`src/hdl/jhbp_pkg.sv`:
```
// Shared constants, request codes and queue entry type of the bit packer.
`default_nettype none
package jhbp_pkg;

	// Table store geometry.
	localparam int NUM_TABLES      = 4;
	localparam int MAX_CODE_LENGTH = 16;
	localparam int SYMS_PER_TABLE  = 256;
	localparam int STORE_DEPTH     = NUM_TABLES * SYMS_PER_TABLE;
	localparam int ADDR_W          = $clog2(STORE_DEPTH);

	// Field and store widths.
	localparam int CODE_W  = 16;
	localparam int LEN_W   = 5;
	localparam int ENTRY_W = LEN_W + CODE_W;
	localparam int RCODE_W = 17;
	localparam int ACC_W   = 23;
	localparam int TOT_W   = 5;

	// Queue between front and back.
	localparam int QUEUE_DEPTH = 4;
	localparam int QPTR_W      = $clog2(QUEUE_DEPTH);
	localparam int QCNT_W      = $clog2(QUEUE_DEPTH + 1);

	// Byte stuffing.
	localparam logic [7:0] BYTE_FF    = 8'hFF;
	localparam logic [7:0] BYTE_STUFF = 8'h00;

	// Request codes.
	typedef enum logic [2:0] {
		REQ_START    = 3'd0,
		REQ_DEFINE   = 3'd1,
		REQ_EMIT_SYM = 3'd2,
		REQ_EMIT_RAW = 3'd3,
		REQ_FLUSH    = 3'd4
	} req_type_t;

	// One command for the back end: append bits, or pad to a byte boundary.
	typedef struct packed {
		logic              flush;
		logic [CODE_W-1:0] value;
		logic [LEN_W-1:0]  count;
	} bits_cmd_t;

endpackage
`default_nettype wire

```
`src/hdl/jhbp_queue.sv`:
```
// Small FIFO of bit commands between the front and back ends.
`default_nettype none
module jhbp_queue import jhbp_pkg::*; (
	input  wire logic      clk,
	input  wire logic      arst_n,
	input  wire bits_cmd_t push_cmd,
	input  wire logic      push_valid,
	output logic           push_ready,
	output bits_cmd_t      pop_cmd,
	output logic           pop_valid,
	input  wire logic      pop_ready
);

	bits_cmd_t          mem_q [QUEUE_DEPTH];
	logic [QPTR_W-1:0]  wr_ptr_q;
	logic [QPTR_W-1:0]  rd_ptr_q;
	logic [QCNT_W-1:0]  cnt_q;
	logic               do_push;
	logic               do_pop;

	assign push_ready = cnt_q != QCNT_W'(QUEUE_DEPTH);
	assign pop_valid  = cnt_q != '0;
	assign pop_cmd    = mem_q[rd_ptr_q];
	assign do_push    = push_valid && push_ready;
	assign do_pop     = pop_valid && pop_ready;

	// Entry storage.
	always_ff @(posedge clk) begin
		if (do_push) begin
			mem_q[wr_ptr_q] <= push_cmd;
		end
	end

	// Pointers and fill level.
	always_ff @(posedge clk or negedge arst_n) begin
		if (!arst_n) begin
			wr_ptr_q <= '0;
			rd_ptr_q <= '0;
			cnt_q    <= '0;
		end else begin
			if (do_push) begin
				wr_ptr_q <= wr_ptr_q + 1'b1;
			end
			if (do_pop) begin
				rd_ptr_q <= rd_ptr_q + 1'b1;
			end
			if (do_push && !do_pop) begin
				cnt_q <= cnt_q + 1'b1;
			end else if (do_pop && !do_push) begin
				cnt_q <= cnt_q - 1'b1;
			end
		end
	end

endmodule
`default_nettype wire

```
`config.mk`:
```
export PLATFORM = sky130hd
export DESIGN_NAME = jhbp_queue
export DESIGN_NICKNAME = d
export VERILOG_FILES = /design/src/hdl/jhbp_pkg.sv /design/src/hdl/jhbp_queue.sv
export SDC_FILE = /design/constraint.sdc
export NUM_CORES = 1
export LEC_CHECK = 0
export BUFFER_PORTS_ARGS = -buffer_cell sky130_fd_sc_hd__buf_2
export CAP_MARGIN = 5
export CORE_MARGIN = 8
export CORE_UTILIZATION = 55
export CTS_BUF_LIST = sky130_fd_sc_hd__clkbuf_8
export DETAILED_ROUTE_END_ITERATION = 10
export GPL_ROUTABILITY_DRIVEN = 1
export GPL_TIMING_DRIVEN = 0
export PLACE_DENSITY = 0.85
export SLEW_MARGIN = 20
export SYNTH_ARGS = -nofsm -noshare
export SYNTH_HDL_FRONTEND = slang
export SYNTH_SLANG_ARGS = --single-unit
```
`constraint.sdc`:
```
create_clock -name clk -period 5.55 [get_ports clk]
set_input_delay 1.11 -clock clk [delete_from_list [all_inputs] [get_ports clk]]
set_output_delay 1.11 -clock clk [all_outputs]
set_load 0.01 [all_outputs]
```
Word-level counts from Yosys, hierarchy flattened
Memory sizes are Yosys's and may differ from the RTL's.
Index checks and enable logic that the tools add are counted.
{ "word_totals": {"register_bits": 7, "latchBits": 0, "ramBits": 88, "rom_bits": 0, "out_inout_bits": 24, "word_cells": 21, "memories": 1} }
{ "op_classes": {"add_sub_neg": 4, "multipliers": 0, "n_div": 0, "order_cmp": 0, "eq_ne": 1, "shifts": 0, "n_mux": 4, "bitwise": 0, "reduce_logical": 8} }
{ "memory_table": {"columns": ["name", "depth", "word_bits", "rd", "rd_clocked_by_memory_dff", "wr", "line", "text"], "rows": [
  ["mem_q", 4, 22, 1, 0, 1, "jhbp_queue.sv:14", "bits_cmd_t mem_q [QUEUE_DEPTH];"]
]} }
{ "ops": {"columns": ["op", "count"], "rows": [
  ["$mux 3", 2],
  ["$add 2x1->2 const B", 2],
  ["$logic_and 1x1->1", 4],
  ["$add 3x1->3 const B", 1],
  ["$ne 3x3->1 const B", 1],
  ["$reduce_bool 3->1", 1],
  ["$sub 3x1->3 const B", 1],
  ["$logic_not 1->1", 2],
  ["$mux 1", 2],
  ["$reduce_bool 2->1", 1]
]} }

Depth between registers and ports, before layout
Gate-level depths: netlist of run 1.
{ "logic_depth": {"ltp_word": 6, "ltp_mapped": 8, "depth_no_buf": 8} }

Least setup slack after synthesis of run 1
OpenSTA, ideal clock, no wires.
{ "synth_path": {"path_kind": "input to register", "start": "in push_valid", "end": "reg cnt_q[2]", "arrival_ns": 2.357, "slack_ns": 3.114, "stages": 7, "path_buffers": 0, "path_cell_list": "a21boi_2 -> ha_1 -> inv_1 -> fa_1 -> xor2_1 -> nor2_1 -> xor2_1"} }
{ "synth_between": {"elab_chain_cells": 4} }
{ "synth_lines": {"columns": ["element", "line", "text"], "rows": [
  ["start, declared", "jhbp_queue.sv:7", "input wire logic push_valid,"],
  ["$logic_and 1x1->1 (*)", "jhbp_queue.sv:24", "assign do_push = push_valid && push_ready;"],
  ["$logic_not 1->1", "jhbp_queue.sv:49", "end else if (do_pop && !do_push) begin"],
  ["$logic_and 1x1->1", "jhbp_queue.sv:49", null],
  ["$reduce_bool 2->1 (no line)", null, null],
  ["end signal, assigned", "jhbp_queue.sv:48", "cnt_q <= cnt_q + 1'b1;"],
  ["end signal, assigned", "jhbp_queue.sv:50", "cnt_q <= cnt_q - 1'b1;"],
  ["end, declared", "jhbp_queue.sv:17", "logic [QCNT_W-1:0] cnt_q;"]
]} }
Every way passes the cells marked *; elsewhere a longest branch is shown, timed or not.
A chain may end at the register's enable or synchronous reset.

==> results of run 1 <==
flip-flops by register name, indices dropped and copies added, names as in the netlist:
signal    flops
cnt_q         3
rd_ptr_q      2
mem_q        88
wr_ptr_q      2
final cells by class:
| class | count | area share (%) |
|---|---|---|
| plain buffers | 5 | 1.47 |
| clock buffers | 9 | 2.97 |
| clock inverters | 7 | 1.80 |
| inverters | 3 | 0.270 |
| multi-input cells | 47 | 17.7 |
| flip-flops and latches | 95 | 67.6 |
| well taps | 77 | 2.31 |
| repair buffers | 49 | 5.89 |
cells by family after synthesis:
kind of cell,share of synthesized area (%)
flops,77.8
fa+ha+maj,2.28
compound gates,0.311
xor+xnor,1.45
simple gates,1.42
mux,14.7
buf+inv,2.00
worst register-to-register path, stage by stage, from the launching register on:
cell and delay (ns):
dfrtp_1 0.43, or3_1 0.43, nand2_1 0.13, ha_1 0.20, inv_1 0.06, fa_1 0.37
xor2_1 0.15, nor2_1 0.12, xor2_1 0.15
through the flow:
stage / utilization [%] / setup WS [ns] / instances / instance area (um^2)
finish: 65.6 / 2.75 / 292 / 4170
global route: 65.6 / 2.69 / 292 / 4170
CTS: 65.5 / 2.73 / 292 / 4160
detailed placement: 62.4 / 2.69 / 276 / 3960
global placement: 62.4 / 2.70 / 276 / 3960
floorplan: - / 3.11 / 150 / 3620
report_power, final:
| group | internal, mW | switching [mW] | leakage, nW |
|---|---|---|---|
| Sequential | 0.954 | 0.0534 | 0.888 |
| Clock | 0.209 | 0.236 | 0.0968 |
| Combinational | 0.340 | 0.352 | 0.495 |
layer usage:
layer / share of wire, % / up-vias / global-route usage (%)
met5: 0 / - / 0
li1: - / 738 / -
met1: 45 / 830 / 16.7
met4: 2.3 / 0 / 7.46
met3: 4.3 / 14 / 3.70
met2: 48 / 48 / 19.8
path summary, 6_finish.rpt:
path	endpoint	slack, ns
worst max-delay path	pop_cmd[16]	2.75
worst min-delay path	cnt_q[2]	0.53
worst max register to register	cnt_q[2]	3.43
worst min register to register	cnt_q[2]	0.53
max in group asynchronous	rd_ptr_q[1]	4.81
min in group asynchronous	cnt_q[0]	0.57
synthesized netlist by cell type, drive strengths merged:
master  number
edfxtp      88
mux4        22
dfrtp        7
buf          5
ha           5
and2         4
xnor2        4
inv          3
mux2         2
nand2        2
nor2         2
xor2         2
a21boi       1
fa           1
nand3        1
or3          1
==> impl_metrics.yaml, run 1 <==
status:
  status: "complete, no violations"
cells_and_area:
  seq_area_um2: 2820
  syn_to_final_growth_pct: 15.1
  mostFrequentLayoutCell: "edfxtp_1"
  final_cell_mix: "88 x edfxtp_1, 51 x buf_2, 18 x mux4_2, 9 x clkbuf_8, 7 x dfrtp_1"
  fillers: 416
  multi_input_area_um2: 736
  antennaDiodeCount: 0
  drive_above_1_share_pct: 43.7
  final_nets: 242
cts:
  cts_tree: "done"
  clock_latency_ns: 0.36
  clk_pin_slew_worst_paths_ns: 0.09
  cts_hold_buf: 0
  root_buffer: "clkbuf_8"
  clock-sinks: 95
  h-tree-depth: 3
  cts-buffers-inserted: 9
  ctsResizeCount: 0
  cts_setup_buffers: 0
  cts_buffer_depth: 2
routing:
  post-route-drc-count: 0
  drt-initial-drc-count: 57
  routed_wirelength_um: 5890
  vias_per_cell: 5.58
  postRouteAntennaNets: 0
  routed-via-count: 1630
  wl_per_cell_um: 20.2
  firstDrtPassIters: 4
worst_setup_path:
  rr_worst_depth: 8
  max_stage_delay_ns: 0.52
  crit_buf_inv: 3
  path_class: "register to output port"
  cp_max_fo: 10
  crit_family: "multiplexers"
  cp.depth: 4
  reg2reg_from: "cnt_q[1]"
  cp_slowest_cell: "mux4_2"
  arrival_ns: 1.69
  critPathLaunch: "rd_ptr_q[0]"
  critPathCaptureType: "output port"
  critPathLaunchType: "register"
  path_cells: "buf_6, buf_12, mux4_2, buf_2"
  cp.required_ns: 4.44
synth:
  synth_area_leaders: "edfxtp_1 73%, mux4_2 11%, dfrtp_1 4.8%, mux4_1 2.9%, ha_1 1.7%"
  synth_warnings: 0
  ys_seq_elements: 95
  syn_area_per_cell_um2: 24.1
  yosysSeqAreaShare_pct: 77.8
  synth_area_um2: 3620
  post-synth-top-area-cell: "edfxtp_1"
  synth_cell_type_count: 19
  syn_inst: 150
  syn-num-nets: 182
  yosys.area.top_type_share_pct: 73.0
global_route:
  grt_pass1_vias: 1747
  grtUsageTotal_pct: 13.2
  antenna_found_initial: 0
  grt-ovfl-total: 0
  grt_max_degree: 23
  grt_pass1_wl_um: 9470
timing:
  worst_pin_slew_ns: 0.615
  setup_viol: 0
  fin_setup_tns_ns: 0
  fmax_mhz: 357
  final_hold_viol_count: 0
  maxSlewHeadroom_pct: 59.0
  fin_crit_sh_pct: 50.5
  min_period_ns: 2.80
  rsz0062_at_grt: "false"
  fin_worst_skew_ns: 0.00597
  drv_slew: 0
  fin_hold_ws_ns: 0.530
flow_run:
  drv_cap: 0
power_and_ir_drop:
  total_power_mw: 2.14
  vdd_ir_drop_max_mv: 0.293
  p_per_area_nw_per_um2: 515
  p_leak_nw: 1.48
min_path:
  min_from: "cnt_q[2]"
  whs_path_depth: 1
  hold_path_class: "register to register"
placement:
  dp_hpwl_um: 3830
  gp_congestion: 0.681
  port_buffers: 49
floorplan:
  start_util_pct: 57.0
  die_y_um: 97.1
  io_pins: 50
  die-area_um2: 9440
  coreArea_um2: 6350
  die_w_um: 97.1
  rows: 29
Power figures use the tool's default switching activity.
==> run 2, diff against run 1 <==
--- a/config.mk
+++ b/config.mk
@@ -8,7 +8,7 @@
 export BUFFER_PORTS_ARGS = -buffer_cell sky130_fd_sc_hd__buf_2
 export CAP_MARGIN = 5
 export CORE_MARGIN = 8
-export CORE_UTILIZATION = 55
+export CORE_UTILIZATION = 53
 export CTS_BUF_LIST = sky130_fd_sc_hd__clkbuf_8
 export DETAILED_ROUTE_END_ITERATION = 10
 export GPL_ROUTABILITY_DRIVEN = 1
==> constraint.sdc (replaced) <==
create_clock -name clk -period 2.5 [get_ports clk]
set_input_delay 0.5 -clock clk [delete_from_list [all_inputs] [get_ports clk]]
set_output_delay 0.5 -clock clk [all_outputs]
set_load 0.01 [all_outputs]
==> run 2 against run 1 <==
Against the previous run:
- clock power is 110% higher
- final cell count increased by 1.7%
- flip-flop and latch count unchanged
- critical path depth stayed put
- design area increased by 0.45%
- clock-buffer cell count is the same
- setup slack worse by 2.4 ns
- utilization down 3.3 points
- non-clock buffer count rose by 2
- first-iteration DRC count rose by 47%
- critical path type unchanged
- largest power group unchanged
- highest routed layer unchanged
==> impl_metrics.yaml, run 2 (synthesized netlist as in run 1, its figures left out) <==
status:
  status: "complete, no violations"
worst_setup_path:
  cp_slowest_cell: "mux4_2"
  path_class: "register to output port"
  arrival_ns: 1.69
  max_stage_delay_ns: 0.52
  cp.required_ns: 2.00
  path_cells: "buf_6, buf_12, mux4_2, buf_2"
  critPathCaptureType: "output port"
  cp_max_fo: 10
  rr_worst_depth: 8
  critPathLaunchType: "register"
cells_and_area:
  top_register: "mem_q"
  antennaDiodeCount: 0
  mostFrequentLayoutCell: "edfxtp_1"
  drive_above_1_share_pct: 42.4
  final_nets: 244
  stdcell_count: 297
  largest_reg_flops: 88
  final_cell_mix: "88 x edfxtp_1, 51 x buf_2, 18 x mux4_2, 9 x clkbuf_8, 7 x dfrtp_1"
  biggestRegsByFlops: "mem_q: 88 flops, cnt_q: 3 flops"
  fillers: 462
  syn_to_final_growth_pct: 15.6
cts:
  h-tree-depth: 3
  cts_buffer_depth: 2
  cts-buffers-inserted: 9
  cts_tree: "done"
  cts_setup_buffers: 0
  clock-sinks: 95
  clock_latency_ns: 0.35
  root_buffer: "clkbuf_8"
  clk_pin_slew_worst_paths_ns: 0.09
global_route:
  grt.met3_usage_pct: 4.79
  grt-busiest-layer: "met2"
  grt_pass1_wl_um: 9170
  grt_max_degree: 23
  antenna_found_initial: 0
  use_met1_pct: 15.3
  grt_pass1_vias: 1729
  use_met2_pct: 20.3
  grtUsageTotal_pct: 12.8
  grt-ovfl-total: 0
floorplan:
  io_pins: 50
  start_util_pct: 53.9
  coreArea_um2: 6720
  die_y_um: 98.7
  die-area_um2: 9730
  die_w_um: 98.7
  rows: 30
placement:
  port_buffers: 49
  dp_slack_ns: 0.160
  place_inst: 280
  gp_congestion: 0.680
  dp_hpwl_um: 3820
routing:
  wl_per_cell_um: 19.9
  vias_per_cell: 5.41
  post-route-drc-count: 0
  routed-via-count: 1607
  firstDrtPassIters: 4
  drt-initial-drc-count: 84
  routed_wirelength_um: 5910
  postRouteAntennaNets: 0
power_and_ir_drop:
  p_leak_nw: 1.49
  vdd_ir_drop_max_mv: 0.594
  p_per_area_nw_per_um2: 1130
timing:
  setup_viol: 0
  fin_ws_ns: 0.315
  fin_crit_sh_pct: 87.4
  final_hold_viol_count: 0
  drv_slew: 0
  min_period_ns: 2.19
  fmax_mhz: 458
  maxSlewHeadroom_pct: 58.6
  fin_worst_skew_ns: 0.00686
  rsz0062_at_grt: "false"
  fin_setup_tns_ns: 0
  worst_pin_slew_ns: 0.621
min_path:
  hold_path_class: "input port to register"
  whs_path_depth: 1
flow_run:
  drv_cap: 0
## run 2: area by class of cell
| type | count | area [um^2] | share of cell area (%) |
|---|---|---|---|
| Buffer | 5 | 61.3 | 1.46 |
| Clock buffer | 9 | 124 | 2.96 |
| Clock inverter | 7 | 66.3 | 1.58 |
| Inverter | 3 | 11.3 | 0.269 |
| Multi-Input combinational cell | 47 | 734 | 17.5 |
| Sequential cell | 95 | 2820 | 67.3 |
| Tap cell | 80 | 100 | 2.39 |
| Timing Repair Buffer | 51 | 270 | 6.46 |
## run 2: repair_timing
action	in CTS	in global routing
endpoints found under the hold margin	7	0
hold buffers	1	0
endpoints found under the setup margin	0	0
resized for setup	0	0
## run 2: per-layer routing
layer	vias up	wire length [um]	share of wire (%)
li1	737	-	-
met1	808	2650	45
met2	55	2810	48
met3	7	370	6.3
met4	0	75	1.3
met5	-	0	0
## run 2: critical path: cells and delay by family, from the launching register on
family | cells | cell delay, ns
muxes | 1 | 0.52
buffers and inverters | 3 | 0.46
DFF | 1 | 0.35
## run 2: power by group
part	switching (mW)	internal, mW
combinational	0.784	0.766
clock	0.497	0.455
sequential	0.117	2.12
total	1.40	3.34
## run 2: worst paths after layout
| check | start | endpoint | slack, ns |
|---|---|---|---|
| max | rd_ptr_q[0] | pop_cmd[5] | 0.31 |
| min | push_cmd[19] | mem_q[0][19] | 0.36 |
| max reg2reg | cnt_q[1] | cnt_q[2] | 0.37 |
| min reg2reg | cnt_q[2] | cnt_q[2] | 0.54 |
| max in group asynchronous | arst_n | rd_ptr_q[1] | 1.83 |
| min in group asynchronous | arst_n | cnt_q[0] | 0.51 |
## run 2: per-stage QoR
stage	instance area, um^2	util, %	hold slack (ns)	power, mW
2_1_floorplan	3620	-	0.204	3.32
4_1_cts	4180	62.3	0.345	4.81
3_5_place_dp	3980	59.3	0.347	3.87
5_1_grt	4190	62.3	0.340	4.99
6_report	4190	62.3	0.361	4.74
3_3_place_gp	3970	59.0	0.341	3.81
==> run 3, diff against run 2 <==
--- a/config.mk
+++ b/config.mk
@@ -13,7 +13,8 @@
 export DETAILED_ROUTE_END_ITERATION = 10
 export GPL_ROUTABILITY_DRIVEN = 1
 export GPL_TIMING_DRIVEN = 0
-export PLACE_DENSITY = 0.85
+export PLACE_DENSITY = 0.78
+export SKIP_LAST_GASP = 1
 export SLEW_MARGIN = 20
 export SYNTH_ARGS = -nofsm -noshare
 export SYNTH_HDL_FRONTEND = slang
==> run 3 against run 2 <==
Against the previous run:
- sequential share of layout area rose by 0.30 points
- via count rose by 0.62%
- design area fell by 0.45%
- wire length fell by 4.0%
- register-to-register slack improved by 0.02 ns
- clock skew fell by 0.0022 ns
- highest routed layer unchanged
- first-iteration DRC count fell by 6.0%
- die area did not move
- critical endpoint is now pop_cmd[1]
- final cell count fell by 0.34%
- non-clock buffer count fell by 1
- flip-flop and latch count did not move
- utilization fell by 0.28 points
==> impl_metrics.yaml, run 3 (synthesized netlist as in run 1, its figures left out) <==
status:
  status: "complete, no violations"
routing:
  routed-via-count: 1617
  wl_per_cell_um: 19.2
  drt-initial-drc-count: 79
  postRouteAntennaNets: 0
  vias_per_cell: 5.46
  firstDrtPassIters: 4
  routed_wirelength_um: 5680
  post-route-drc-count: 0
floorplan:
  io_pins: 50
  die-area_um2: 9730
  coreArea_um2: 6720
  die_w_um: 98.7
  start_util_pct: 53.9
  rows: 30
  die_y_um: 98.7
global_route:
  grt-ovfl-total: 0
  grt_pass1_vias: 1771
  grtUsageTotal_pct: 12.7
  grt_pass1_wl_um: 9210
  grt_max_degree: 23
  antenna_found_initial: 0
placement:
  place_area_um2: 3970
  gp_congestion: 0.664
  place_inst: 279
  dp_slack_ns: 0.246
  dp_hpwl_um: 3810
  port_buffers: 49
timing:
  maxSlewHeadroom_pct: 27.6
  final_hold_viol_count: 0
  min_period_ns: 2.22
  fin_setup_tns_ns: 0
  setup_viol: 0
  fin_ws_ns: 0.282
  rsz0062_at_grt: "false"
  fin_crit_sh_pct: 88.7
  fmax_mhz: 451
  worst_pin_slew_ns: 1.09
  fin_worst_skew_ns: 0.00465
  drv_slew: 0
cells_and_area:
  mostFrequentLayoutCell: "edfxtp_1"
  final_cell_mix: "88 x edfxtp_1, 51 x buf_2, 18 x mux4_2, 9 x clkbuf_8, 7 x dfrtp_1"
  fillers: 466
  final_nets: 243
  largest_reg_flops: 88
  stdcell_count: 296
  top_register: "mem_q"
  fin_area_um2: 4170
  final_core_utilization_pct: 62.0
  syn_to_final_growth_pct: 15.1
  drive_above_1_share_pct: 42.1
  biggestRegsByFlops: "mem_q: 88 flops, cnt_q: 3 flops"
  antennaDiodeCount: 0
power_and_ir_drop:
  p_leak_nw: 1.48
  p_per_area_nw_per_um2: 1130
  vdd_ir_drop_max_mv: 0.648
cts:
  cts-buffers-inserted: 9
  clk_pin_slew_worst_paths_ns: 0.09
  h-tree-depth: 3
  root_buffer: "clkbuf_8"
  ctsResizeCount: 0
  clock-sinks: 95
  clock_latency_ns: 0.35
  cts_buffer_depth: 2
  cts_tree: "done"
worst_setup_path:
  cp_max_fo: 10
  cp.required_ns: 2.00
  path_class: "register to output port"
  reg2reg_from: "cnt_q[0]"
  critPathLaunchType: "register"
  critPathCaptureType: "output port"
  arrival_ns: 1.72
  critPathLaunch: "rd_ptr_q[0]"
flow_run:
  drv_cap: 0
min_path:
  hold_path_class: "input port to register"
  min_from: "push_cmd[2]"
run 3: changes by cell type in the layout (fill, tap and decap cells not counted):
cell      delta
inv_6        +1
clkinv_4     -2
clkinv_1     +2
clkinv_2     +1
inv_1        -2
buf_8        -1
run 3: per-layer routing:
metal	track usage, %	up-vias	share of wire (%)
met4	4.25	0	1.0
met5	0	-	0
met1	14.0	818	42
met2	21.6	48	50
li1	-	740	-
met3	5.36	11	6.3
run 3: stage by stage:
stage	hold slack [ns]	power [mW]
after floorplan	0.204	3.32
after global placement	0.340	3.81
final	0.358	4.71
after detailed placement	0.352	3.86
after CTS	0.346	4.79
after global routing	0.343	4.97
run 3: final cells by class:
cell class	instances	area, um^2	area share (%)
Buffer	5	61.3	1.47
Clock buffer	9	124	2.97
Clock inverter	7	62.6	1.50
Inverter	3	11.3	0.270
Multi-Input combinational cell	47	734	17.6
Sequential cell	95	2820	67.6
Tap cell	80	100	2.40
Timing Repair Buffer	50	255	6.13
run 3: worst max-delay path, cell delays in order (launching register included):
cell and delay [ns]:
dfrtp_1 0.37, buf_6 0.16, buf_12 0.15, mux4_2 0.52, buf_2 0.16
run 3: path summary, 6_finish.rpt:
| kind | cells after the start | end | slack, ns |
|---|---|---|---|
| worst max-delay path | 4 | pop_cmd[1] | 0.28 |
| worst min-delay path | 1 | mem_q[0][2] | 0.36 |
| worst max register to register | 3 | mem_q[0][20] | 0.39 |
| worst min register to register | 1 | cnt_q[2] | 0.53 |
| max in group asynchronous | 2 | wr_ptr_q[0] | 1.83 |
| min in group asynchronous | 2 | rd_ptr_q[1] | 0.51 |
run 3: timing repair:
action                    CTS  global route
buffers inserted            0             0
hold buffers                1             0
hold endpoints to repair    7             0
run 3: where the power goes:
group	switching [mW]	total, mW	internal (mW)	leakage (nW)
Combinational	0.774	1.53	0.758	0.498
Sequential	0.119	2.24	2.12	0.888
Clock	0.484	0.937	0.454	0.0921
