==> config.mk <==
export PLATFORM = sky130hd
export DESIGN_NAME = jhbp_back_flat
export DESIGN_NICKNAME = d
export VERILOG_FILES = /design/src/hdl/jhbp_pkg.sv /design/src/hdl/jhbp_res_if.sv /design/src/hdl/jhbp_back.sv /design/src/flat_wrapper.sv
export SDC_FILE = /design/constraint.sdc
export NUM_CORES = 1
export LEC_CHECK = 0
export ABC_AREA = 1
export BUFFER_PORTS_ARGS = -buffer_cell sky130_fd_sc_hd__buf_2
export CORE_MARGIN = 1
export CORE_UTILIZATION = 36
export CTS_BUF_LIST = sky130_fd_sc_hd__clkbuf_2 sky130_fd_sc_hd__clkbuf_4 sky130_fd_sc_hd__clkbuf_8
export DETAILED_ROUTE_END_ITERATION = 8
export GPL_ROUTABILITY_DRIVEN = 0
export PLACE_DENSITY_LB_ADDON = 0.15
export SETUP_SLACK_MARGIN = 0.15
export SYNTH_ARGS = -nofsm -noshare
export SYNTH_HDL_FRONTEND = slang
export SYNTH_SLANG_ARGS = --single-unit
==> constraint.sdc <==
create_clock -name clk -period 4 [get_ports clk]
set_input_delay 0 -clock clk [delete_from_list [all_inputs] [get_ports clk]]
set_output_delay 0 -clock clk [all_outputs]
set_load 0.02 [all_outputs]
==> src/hdl/jhbp_pkg.sv <==
// Shared constants, request codes and queue entry type of the bit packer.
`default_nettype none
package jhbp_pkg;

	// Table store geometry.
	localparam int NUM_TABLES      = 4;
	localparam int MAX_CODE_LENGTH = 16;
	localparam int SYMS_PER_TABLE  = 256;
	localparam int STORE_DEPTH     = NUM_TABLES * SYMS_PER_TABLE;
	localparam int ADDR_W          = $clog2(STORE_DEPTH);

	// Field and store widths.
	localparam int CODE_W  = 16;
	localparam int LEN_W   = 5;
	localparam int ENTRY_W = LEN_W + CODE_W;
	localparam int RCODE_W = 17;
	localparam int ACC_W   = 23;
	localparam int TOT_W   = 5;

	// Queue between front and back.
	localparam int QUEUE_DEPTH = 4;
	localparam int QPTR_W      = $clog2(QUEUE_DEPTH);
	localparam int QCNT_W      = $clog2(QUEUE_DEPTH + 1);

	// Byte stuffing.
	localparam logic [7:0] BYTE_FF    = 8'hFF;
	localparam logic [7:0] BYTE_STUFF = 8'h00;

	// Request codes.
	typedef enum logic [2:0] {
		REQ_START    = 3'd0,
		REQ_DEFINE   = 3'd1,
		REQ_EMIT_SYM = 3'd2,
		REQ_EMIT_RAW = 3'd3,
		REQ_FLUSH    = 3'd4
	} req_type_t;

	// One command for the back end: append bits, or pad to a byte boundary.
	typedef struct packed {
		logic              flush;
		logic [CODE_W-1:0] value;
		logic [LEN_W-1:0]  count;
	} bits_cmd_t;

endpackage
`default_nettype wire

==> src/hdl/jhbp_res_if.sv <==
// Result channel: valid/ready handshake carrying one output byte.
`default_nettype none
interface jhbp_res_if;
	logic       valid;
	logic       ready;
	logic [7:0] out_byte;
	logic       is_stuffing;
	logic       last_of_run;

	modport source (
		output valid, out_byte, is_stuffing, last_of_run,
		input  ready
	);
	modport sink (
		input  valid, out_byte, is_stuffing, last_of_run,
		output ready
	);
endinterface
`default_nettype wire

==> src/hdl/jhbp_back.sv <==
// Back end: bit accumulator, byte output and 0xFF stuffing.
`default_nettype none
module jhbp_back import jhbp_pkg::*; (
	input  wire logic      clk,
	input  wire logic      arst_n,
	input  wire bits_cmd_t pop_cmd,
	input  wire logic      pop_valid,
	output logic           pop_ready,
	jhbp_res_if.source     res
);

	logic [ACC_W-1:0]  acc_q;
	logic [TOT_W-1:0]  tot_q;
	logic              stuff_q;
	logic              out_valid_q;
	logic [7:0]        out_byte_q;
	logic              out_stuff_q;
	logic              out_last_q;

	logic              step;
	logic              have_byte;
	logic [ACC_W-1:0]  acc_shr;
	logic [7:0]        next_byte;
	logic [TOT_W-1:0]  tot_after;
	logic [6:0]        pend;
	logic [3:0]        pad;
	logic [LEN_W-1:0]  ld_cnt;
	logic [CODE_W-1:0] ld_val;
	logic              do_load;

	// The output register advances when empty or when its byte is taken.
	assign step      = !out_valid_q || res.ready;
	assign have_byte = tot_q >= TOT_W'(8);
	assign tot_after = tot_q - TOT_W'(8);
	assign acc_shr   = acc_q >> tot_after;
	assign next_byte = acc_shr[7:0];

	// A new command is taken once fewer than 8 bits remain and no stuffing is owed.
	assign pop_ready = !stuff_q && !have_byte;
	assign do_load   = pop_valid && pop_ready;

	// Pending bits, padding length and the bits to append.
	assign pend   = acc_q[6:0] & 7'((8'(1) << tot_q[2:0]) - 8'(1));
	assign pad    = tot_q[2:0] == 3'd0 ? 4'd0 : 4'd8 - {1'b0, tot_q[2:0]};
	assign ld_cnt = pop_cmd.flush ? LEN_W'(pad) : pop_cmd.count;
	assign ld_val = pop_cmd.flush ? CODE_W'((8'(1) << pad) - 8'(1)) : pop_cmd.value;

	// Accumulator and stuffing flag.
	always_ff @(posedge clk or negedge arst_n) begin
		if (!arst_n) begin
			acc_q   <= '0;
			tot_q   <= '0;
			stuff_q <= 1'b0;
		end else if (stuff_q) begin
			if (step) begin
				stuff_q <= 1'b0;
			end
		end else if (have_byte) begin
			if (step) begin
				tot_q   <= tot_after;
				stuff_q <= next_byte == BYTE_FF;
			end
		end else if (do_load) begin
			acc_q <= (ACC_W'(pend) << ld_cnt) | ACC_W'(ld_val);
			tot_q <= tot_q + ld_cnt;
		end
	end

	// Output register valid flag.
	always_ff @(posedge clk or negedge arst_n) begin
		if (!arst_n) begin
			out_valid_q <= 1'b0;
		end else if (step) begin
			out_valid_q <= stuff_q || have_byte;
		end
	end

	// Output register payload.
	always_ff @(posedge clk) begin
		if (step) begin
			if (stuff_q) begin
				out_byte_q  <= BYTE_STUFF;
				out_stuff_q <= 1'b1;
				out_last_q  <= tot_q < TOT_W'(8);
			end else begin
				out_byte_q  <= next_byte;
				out_stuff_q <= 1'b0;
				out_last_q  <= next_byte != BYTE_FF && tot_after < TOT_W'(8);
			end
		end
	end

	assign res.valid       = out_valid_q;
	assign res.out_byte    = out_byte_q;
	assign res.is_stuffing = out_stuff_q;
	assign res.last_of_run = out_last_q;

endmodule
`default_nettype wire

==> src/flat_wrapper.sv <==
// flat-port wrapper written by rule: the top's interface ports become plain ports
module jhbp_back_flat import jhbp_pkg::*;
  (clk, arst_n, pop_cmd, pop_valid, pop_ready, res_valid, res_out_byte, res_is_stuffing, res_last_of_run, res_ready);
  jhbp_res_if res_i ();
  input  wire logic clk;
  input  wire logic arst_n;
  input  wire bits_cmd_t pop_cmd;
  input  wire logic pop_valid;
  output logic pop_ready;
  output wire logic [$bits(res_i.valid)-1:0] res_valid;
  output wire logic [$bits(res_i.out_byte)-1:0] res_out_byte;
  output wire logic [$bits(res_i.is_stuffing)-1:0] res_is_stuffing;
  output wire logic [$bits(res_i.last_of_run)-1:0] res_last_of_run;
  input wire logic [$bits(res_i.ready)-1:0] res_ready;
  assign res_valid = res_i.valid;
  assign res_out_byte = res_i.out_byte;
  assign res_is_stuffing = res_i.is_stuffing;
  assign res_last_of_run = res_i.last_of_run;
  assign res_i.ready = res_ready;
  jhbp_back u_core (.clk(clk), .arst_n(arst_n), .pop_cmd(pop_cmd), .pop_valid(pop_valid), .pop_ready(pop_ready), .res(res_i));
endmodule
### Word level (Yosys, flattened, before mapping)

Index checks and enable logic that the tools add are counted.

| storage, ports and cells | value |
|---|---|
| register bits after elaboration | 40 |
| bits of input ports | 26 |
| word-level logic and storage cells | 50 |
| output and inout bits | 12 |

| operators by class | value |
|---|---|
| bitwise gates (word level) | 4 |
| shifts and indexed selects | 4 |
| add/subtract/negate cells | 5 |
| equality and inequality tests | 3 |
| muxes and demuxes | 12 |
| $lt $le $gt $ge | 3 |
| reduce and logical (&&, ||, !) cells | 12 |

Operator list:

| operator | number |
|---|---|
| $or A23 B16 Y23 | 1 |
| $shl A7 B5 Y23 | 1 |
| $shr A23 B5 Y8 | 1 |
| $mux W5 | 4 |
| $mux W16 | 1 |
| $shl A1 B4 Y16 const A | 1 |
| $sub A16 B2 Y16 const B | 1 |
| $lt A5 B4 Y1 const B | 2 |
| $eq A8 B8 Y1 const B | 1 |
| $ne A8 B8 Y1 const B | 1 |
| $and A7 B7 Y7 | 1 |
| $shl A1 B3 Y7 const A | 1 |
| $sub A7 B2 Y7 const B | 1 |
| $mux W1 | 6 |
| $reduce_and A3 Y1 | 2 |
| $add A5 B5 Y5 | 1 |
| $ge A5 B4 Y1 const B | 1 |
| $sub A5 B4 Y5 const B | 1 |
| $mux W4 | 1 |
| $sub A4 B3 Y4 const A | 1 |
| $logic_and A1 B1 Y1 | 3 |
| $logic_not A1 Y1 | 3 |
| $logic_not A3 Y1 | 1 |
| $logic_or A1 B1 Y1 | 2 |
| 3 further kinds | 4 |

### Longest topological paths before layout

Gate-level depths: netlist (run 1).

| depth | value |
|---|---|
| depth in word-level cells | 6 |
| depth in mapped cells | 20 |
| gate-level depth less buffers | 18 |

### Worst setup path after synthesis (run 1)

No wires, ideal clock.

| timing path | value |
|---|---|
| path type | register to register |
| start | reg u_core.tot_q[1] |
| end | reg u_core.tot_q[3] |
| clock period less this slack | 3.193 ns |
| required time | 3.872 ns |
| setup time | 0.128 ns |
| arrival time | 3.066 ns |
| slack | 0.807 ns |
| path buffers | 4 |
| stages on the path, launching flop included | 17 |
| cell sequence | dfrtp_1 -> buf_2 -> inv_1 -> buf_2 -> ha_1 -> ha_1 -> buf_2 -> nand2_1 -> o21ai_2 -> clkbuf_1 -> ha_1 -> a21o_1 -> a31oi_1 -> inv_1 -> or2_2 -> nand3_1 -> a31oi_1 |

| on the way | value |
|---|---|
| word-level cells in the longest chain between the ends | 6 |
| elaborated cells on any way between the ends | 16 |
| those cells by class | add/sub: 3; order compare: 1; eq/ne: 1; mux: 5; reduce/logical: 6 |

Ends and longest elaborated chain:

| what | RTL line | text |
|---|---|---|
| start, declared | jhbp_back.sv:13 | `logic [TOT_W-1:0] tot_q;` |
| start signal, assigned | jhbp_back.sv:60 | `tot_q <= tot_after;` |
| start signal, assigned | jhbp_back.sv:65 | `tot_q <= tot_q + ld_cnt;` |
| $sub A4 B3 Y4 (tied with other cells) | jhbp_back.sv:44 | `assign pad = tot_q[2:0] == 3'd0 ? 4'd0 : 4'd8 - {1'b0, tot_q[2:0]};` |
| $mux W4 / $logic_not A1 Y1 (equally long branches) | jhbp_back.sv:44, jhbp_back.sv:39 |  |
| $mux W5 / $logic_and A1 B1 Y1 (equally long branches) | jhbp_back.sv:45, jhbp_back.sv:39 |  |
| $add A5 B5 Y5 / $logic_and A1 B1 Y1 (equally long branches) | jhbp_back.sv:65, jhbp_back.sv:40 |  |
| $mux W5 / $reduce_bool A2 Y1 (equally long branches) | n/a |  |
| $mux W5 / $reduce_and A3 Y1 (equally long branches) | n/a |  |

Several ways; a longest one is shown, not always the timed one. The select of a mux whose other input is x is not followed.
A chain may end at the register's enable or synchronous reset.

### Worst setup path after layout (run 1)

| timing path | value |
|---|---|
| start | reg u_core.tot_q[0] |
| end | reg u_core.tot_q[4] |

The elaborated chain is that of the path after synthesis.

==> impl_metrics.env, run 1 <==
export IMPL_htree_levels=2
export IMPL_cts_buffers=5
export IMPL_clk_latency_ns=0.30
export IMPL_die_h_um=109.7
export IMPL_powerDensity_mw_per_mm2=953.3
export IMPL_first_pass_iters=4
export IMPL_grt_max_degree=32
export IMPL_fin_crit_sh_pct=80.22
export IMPL_ys_types=42
export IMPL_antenna_cells=0
export IMPL_synth_top_family_by_area="simple AND/OR/NAND/NOR gates"
export IMPL_synth_area_mm2=0.004174
export IMPL_whs_ns=0.07865
export IMPL_synth_edff_count=10
export IMPL_grt_ovfl_total=0
export IMPL_globalRouteTotalUtil_pct=23.22
export IMPL_holdCritPathClass="in2reg"
export IMPL_wl_per_cell_um=15.75
export IMPL_postRouteAntennaNets=0
export IMPL_crit_family="adder cells"
export IMPL_initial_core_util_pct=37.68
export IMPL_cts_tree="done"
export IMPL_drcViolationCount=0
export IMPL_synth_compound_area_share_pct=11.12
export IMPL_slowest_stage="o21ai_2"
export IMPL_status="finished, final reports clean"
export IMPL_cts_root_buffer="clkbuf_8"
export IMPL_rrSetupSlack_ns=0.79
export IMPL_drv_slew=0
export IMPL_cts_sinks=40
export IMPL_netlist_instances=663
export IMPL_startpoint="u_core.tot_q[0]$_DFFE_PN0P_"
export IMPL_cts_buffer_depth=2
export IMPL_rsz0062_at_grt="no"
export IMPL_viasPerCell=5.467
export IMPL_fmax_mhz=311.6
export IMPL_reg2reg_to="u_core.tot_q[4]$_DFFE_PN0P_"
export IMPL_yosys_register_bits=40
export IMPL_synthAdderAreaFrac_pct=6.775
export IMPL_worst_ep_arrival_time_ns=3.38
export IMPL_yosys_area_share_simple_pct=46.88
export IMPL_synthMuxAreaShare_pct=0
export IMPL_clk_pin_slew_ns=0.09
export IMPL_required_ns=4.18
export IMPL_clock_skew_ns=0.009860
export IMPL_numPortBuffers=37
export IMPL_ir_worst_vdd_mv=0.4740
export IMPL_die_area_mm2=0.01203
export IMPL_critical_path_class="reg2reg"
export IMPL_syn2layout_area_growth_pct=8.153
export IMPL_power_leakage_nw=2.295
export IMPL_cts_setup_buffers=0
export IMPL_yosys_warnings=0
export IMPL_syn_nets=711
export IMPL_routed_wl_um=12980
export IMPL_cpPeakStageDelay_ns=0.47
export IMPL_synthXorXnorAreaFrac_pct=0.6295
export IMPL_path_depth=14
export IMPL_antenna_found_initial=0
export IMPL_drive_gt1_share_pct=13.16
export IMPL_chipWidth_um=109.7
export IMPL_drtIter0Drc=386
export IMPL_core_mm2=0.01108
export IMPL_vias=4505
export IMPL_path_buf_inv=3
export IMPL_hold_viol_final=0
export IMPL_grt_pass1_vias=4230
export IMPL_rr_startpoint="u_core.tot_q[0]$_DFFE_PN0P_"
export IMPL_path_common_cell="ha_1"
export IMPL_grt_pass1_wl_um=21460
export IMPL_path_max_fanout=29
export IMPL_dpl_hpwl_um=9984
export IMPL_start_kind="flip-flop"
export IMPL_rows=38
export IMPL_layout_min_cycle_time_ns=3.209
export IMPL_relSlewSlack_pct=43.35
export IMPL_setup_tns_ns=0
export IMPL_cp_endpoint="u_core.tot_q[4]$_DFFE_PN0P_"
export IMPL_fin_nets=731
export IMPL_tightest_slew_ns=0.8466
export IMPL_avgSynthCellArea_um2=6.296
export IMPL_yosysSeqAreaShare_pct=25.18
export IMPL_io_pins=38
export IMPL_end_kind="flip-flop"
export IMPL_r2r_cells=14
export IMPL_maxCapViolCount=0
export IMPL_finalSetupViolCount=0
export IMPL_crit_chain="inv_4 > ha_1 > ha_1 > inv_2 > nand2_1 > o21ai_2 > ha_1 > inv_1 > fa_1 > nor2_1 > a211oi_1 > xor2_1 > o211ai_1 > o21ai_0"
export IMPL_synthArstFlopShare_pct=75.00
export IMPL_ys_flop_type="dfrtp_1"
[how the worst min path moves through the flow]
stage / to / start / depth (start not counted)
after floorplan: u_core.acc_q[0]$_DFFE_PN0P_ / arst_n / 0
after global placement: u_core.res.valid$_DFFE_PN0N_ / arst_n / 1
after CTS: u_core.acc_q[14]$_DFFE_PN0P_ / pop_cmd[19] / 6
final: u_core.acc_q[14]$_DFFE_PN0P_ / pop_cmd[19] / 6
after global routing: u_core.acc_q[2]$_DFFE_PN0P_ / pop_cmd[7] / 4
after detailed placement: u_core.stuff_q$_DFF_PN0_ / arst_n / 1
[synth_stat cells (2+ instances only)]
master | number | area (µm²)
o21ai_1 | 2 | 10.01
nand2_1 | 211 | 792.0
inv_1 | 50 | 187.7
a21boi_0 | 2 | 15.01
a21oi_1 | 24 | 120.1
buf_6 | 3 | 33.78
edfxtp_1 | 10 | 300.3
o21ai_2 | 6 | 52.55
nor2_1 | 33 | 123.9
clkbuf_1 | 11 | 41.29
o22ai_1 | 2 | 12.51
nor3_1 | 8 | 40.04
a2bb2oi_1 | 2 | 17.52
inv_2 | 5 | 18.77
o21ai_0 | 13 | 65.06
o21a_1 | 4 | 30.03
o211ai_1 | 2 | 15.01
nand3_2 | 5 | 50.05
a21boi_1 | 8 | 60.06
buf_2 | 12 | 60.06
nand3b_1 | 5 | 37.54
ha_1 | 21 | 262.8
nand4_1 | 8 | 50.05
or2_2 | 15 | 93.84
xor2_1 | 3 | 26.28
a31oi_1 | 3 | 18.77
buf_4 | 5 | 37.54
buf_1 | 2 | 7.510
dfrtp_1 | 30 | 750.7
nand3_1 | 145 | 725.7
nand2_2 | 2 | 12.51
[where the power goes]
part	leakage [nW]	total [W]	switching [W]	internal [W]
logic	1.79	0.00322	0.00216	0.00106
clock network	0.0479	0.000283	0.000161	0.000122
registers	0.458	0.000799	0.000158	0.000641
[per-stage QoR]
stage	power [W]	util [%]	worst slack, ns	instances	instance area [µm²]
floorplan	0.003229	-	0.8069	663	4174
detailed placement	0.003973	39.78	0.8663	814	4407
finish	0.004303	40.75	0.7911	824	4514
CTS	0.004269	40.75	0.8139	824	4514
global route	0.004765	40.75	0.5452	824	4514
global placement	0.003978	39.78	0.8587	814	4407
[flip-flops by register name (all words and copies together) (netlist names)]
signal / count
u_core.tot_q: 5
u_core.res.last_of_run: 1
u_core.res.out_byte: 8
u_core.acc_q: 23
u_core.res.valid: 1
u_core.res.is_stuffing: 1
u_core.stuff_q: 1
[routing by layer]
metal  global-route usage, %  part of all wire [%]  up-vias
met5                       0                     0        -
met4                   6.667                   2.0        0
met3                   2.667                   5.7       21
met2                   36.97                    46      145
met1                   32.96                    47     2087
li1                        -                     -     2252
[cell families after synthesis]
family,after synthesis
flops,40
simple gates,436
xor+xnor,3
fa+ha+maj,22
buf+inv,89
compound gates,73
[timing repair]
action / in CTS / in global routing
hold buffers: 2 / 0
hold endpoints to repair: 31 / 0
resized for setup: 0 / 0
[tightest hold or removal path: cells and delay by family]
family / cells / cell delay [ns]
simple gates: 5 / 0.28
buf+inv: 1 / 0.07
[placed cells by master (no fill, tap or decap), drive strengths merged, types with 3 or more instances in the layout]
master  netlist  final
edfxtp       10     10
buf          22     44
nand3       150    150
or2          16     16
a31oi         3      3
inv          56     56
dfrtp        30     30
o21a          4      4
nor2         34     34
a21oi        24     24
nor3          9      9
o21ai        22     22
nand3b        5      5
clkinv        0      3
nand2       213    213
xor2          3      3
clkbuf       11      5
a21boi       10     10
ha           21     21
nand4         8      8
[layout make-up]
cell class | instances | area (µm²)
inverter | 56 | 212.7
fill | 1202 | 6564
tap | 140 | 175.2
clock inverter | 3 | 18.77
timing repair buffer | 46 | 257.7
clock buffer | 5 | 68.82
multi-input combinational | 534 | 2730
sequential | 40 | 1051
No activity file was read; power rests on OpenSTA's default activity.
==> run 2: changes to the inputs <==
clock period = 3.4 ns   (was 4 ns; I/O delays follow)
==> run 2 against run 1 <==
Net effect: clock power grew 45%; via count grew 0.98%; global-route usage grew 0.59 points; critical path type unchanged; first-iteration DRC count grew 16%; critical endpoint is now u_core.res.last_of_run$_DFFE_PN_.
==> impl_metrics.env, run 2 (synthesis results as in run 1) <==
export IMPL_die_area_mm2=0.01203
export IMPL_dpl_hpwl_um=10430
export IMPL_rsz0062_at_grt="no"
export IMPL_top_layer="met4"
export IMPL_hold_buffers=2
export IMPL_powerDensity_mw_per_mm2=1144
export IMPL_grt_pass1_vias=4278
export IMPL_slowest_stage="nor3_1"
export IMPL_cts_buffer_depth=2
export IMPL_cp_endpoint="u_core.res.last_of_run$_DFFE_PN_"
export IMPL_cts_buffers=5
export IMPL_path_buf_inv=2
export IMPL_p_clk_share_pct=7.8
export IMPL_tightest_slew_ns=0.7383
export IMPL_internal_power_w=0.002262
export IMPL_rrSetupSlack_ns=0.58
export IMPL_cpPeakStageDelay_ns=0.64
export IMPL_switchingPower_w=0.002991
export IMPL_critical_path_class="reg2reg"
export IMPL_clock_skew_ns=0.01518
export IMPL_htree_levels=2
export IMPL_cts_root_buffer="clkbuf_8"
export IMPL_first_pass_iters=7
export IMPL_layout_common_cells="nand2_1, nand3_1, inv_1"
export IMPL_finish_utilization_pct=41.46
export IMPL_rr_startpoint="u_core.tot_q[3]$_DFFE_PN0P_"
export IMPL_path_max_fanout=12
export IMPL_crit_chain="inv_1 > ha_1 > nor3_1 > nand3_1 > nand2_1 > inv_1 > nand2_1 > nand2_1 > nor2_1 > nand2_1 > nand2_1 > nand2_1"
export IMPL_reg2reg_to="u_core.res.last_of_run$_DFFE_PN_"
export IMPL_layout_min_cycle_time_ns=2.817
export IMPL_r2r_cells=12
export IMPL_fin_crit_sh_pct=82.84
export IMPL_status="finished, final reports clean"
export IMPL_path_common_cell="nand2_1"
export IMPL_drcViolationCount=0
export IMPL_syn2layout_area_growth_pct=10.04
export IMPL_fin_nets=738
export IMPL_antenna_found_initial=0
export IMPL_worst_ep_arrival_time_ns=2.88
export IMPL_largest_reg_flops=23
export IMPL_drv_slew=0
export IMPL_largest_register="u_core.acc_q"
export IMPL_cts_resized=0
export IMPL_wl_per_cell_um=16.21
export IMPL_globalRouteTotalUtil_pct=23.81
export IMPL_numPortBuffers=37
export IMPL_core_mm2=0.01108
export IMPL_hold_viol_final=0
export IMPL_cts_setup_buffers=0
export IMPL_grt_ovfl_total=0
export IMPL_grt_max_degree=32
export IMPL_rows=38
export IMPL_layout_commonest_cell="nand2_1"
export IMPL_postRouteAntennaNets=0
export IMPL_path_depth=12
export IMPL_setup_tns_ns=0
export IMPL_crit_family="simple AND/OR/NAND/NOR gates"
export IMPL_startpoint="u_core.tot_q[3]$_DFFE_PN0P_"
export IMPL_cts_tree="done"
export IMPL_wl_met3_um=816
export IMPL_grt_pass1_wl_um=21760
export IMPL_wl_met1_um=6489
export IMPL_seq_power_share_pct=17.5
export IMPL_combPwrFrac_pct=74.7
export IMPL_chipWidth_um=109.7
export IMPL_finalSetupViolCount=0
export IMPL_vias=4549
export IMPL_swShare_pct=56.94
export IMPL_required_ns=3.46
export IMPL_relSlewSlack_pct=50.78
export IMPL_die_h_um=109.7
export IMPL_drtIter0Drc=447
export IMPL_end_kind="flip-flop"
export IMPL_antenna_cells=0
export IMPL_viasPerCell=5.474
export IMPL_holdCritPathClass="in2reg"
export IMPL_routed_wl_um=13470
export IMPL_clk_latency_ns=0.31
export IMPL_start_kind="flip-flop"
export IMPL_cts_sinks=40
export IMPL_clk_pin_slew_ns=0.09
export IMPL_maxCapViolCount=0
export IMPL_power_leakage_nw=2.340
export IMPL_fmax_mhz=355.0
export IMPL_io_pins=38
export IMPL_ir_worst_vdd_mv=0.6838
export IMPL_drive_gt1_share_pct=14.04
export IMPL_total_power_w=0.005253
export IMPL_met2_length_um=6013
export IMPL_initial_core_util_pct=37.68
==> run 2: cell count changes in the layout (fill, tap and decap cells not counted), sizes merged <==
cell,before,now
clkinv,3,0
inv,56,58
bufinv,0,1
buf,44,51
==> run 2: layout make-up <==
type                            instances  area [µm²]
Clock inverter                          3       45.04
Multi-Input combinational cell        534        2730
Tap cell                              140       175.2
Sequential cell                        40        1051
Timing Repair Buffer                   53       310.3
Inverter                               56       212.7
Clock buffer                            5       68.82
Fill cell                            1221        6485
==> run 2: worst min-delay path by stage <==
stage,startpoint,endpoint,slack (ns),cells past startpoint
finish,pop_cmd[11],u_core.acc_q[6]$_DFFE_PN0P_,0.06,5
floorplan,arst_n,u_core.acc_q[0]$_DFFE_PN0P_,-0.30,0
global route,pop_cmd[18],u_core.acc_q[13]$_DFFE_PN0P_,0.09,5
detailed placement,arst_n,u_core.res.valid$_DFFE_PN0N_,0.10,1
global placement,arst_n,u_core.res.valid$_DFFE_PN0N_,0.1,1
CTS,pop_cmd[11],u_core.acc_q[6]$_DFFE_PN0P_,0.06,5
==> run 2: metrics by stage <==
stage	instance area (µm²)	hold WS [ns]	setup slack, ns	instances
6_report	4593	0.06296	0.5835	831
5_1_grt	4593	0.08989	0.3254	831
4_1_cts	4593	0.06143	0.5898	831
3_5_place_dp	4459	0.1048	0.5921	821
3_3_place_gp	4459	0.09797	0.6215	821
2_1_floorplan	4174	-0.2956	0.2069	663
==> run 2: worst reg2reg max path: stages (launching register included) <==
cell and delay [ns]:
dfrtp_1 0.38, inv_1 0.32, ha_1 0.45, nor3_1 0.64, nand3_1 0.17, nand2_1 0.09
inv_1 0.05, nand2_1 0.05, nand2_1 0.05, nor2_1 0.20, nand2_1 0.08, nand2_1 0.06
nand2_1 0.04
==> run 2: power groups by stage <==
stage / logic (W) / clock network (W) / registers (W)
final: 0.00392 / 0.000410 / 0.000921
after global routing: 0.00438 / 0.000438 / 0.000940
after CTS: 0.00386 / 0.000418 / 0.000917
after detailed placement: 0.00384 / 0 / 0.000927
after global placement: 0.00380 / 0 / 0.000918
after floorplan: 0.00283 / 0 / 0.000965
==> run 2: layer usage <==
| layer | vias to the layer above | track usage, % |
|---|---|---|
| met2 | 139 | 37.74 |
| met3 | 19 | 4.031 |
| met4 | 0 | 2.952 |
| met5 | - | 0 |
| li1 | 2252 | - |
| met1 | 2139 | 34.62 |
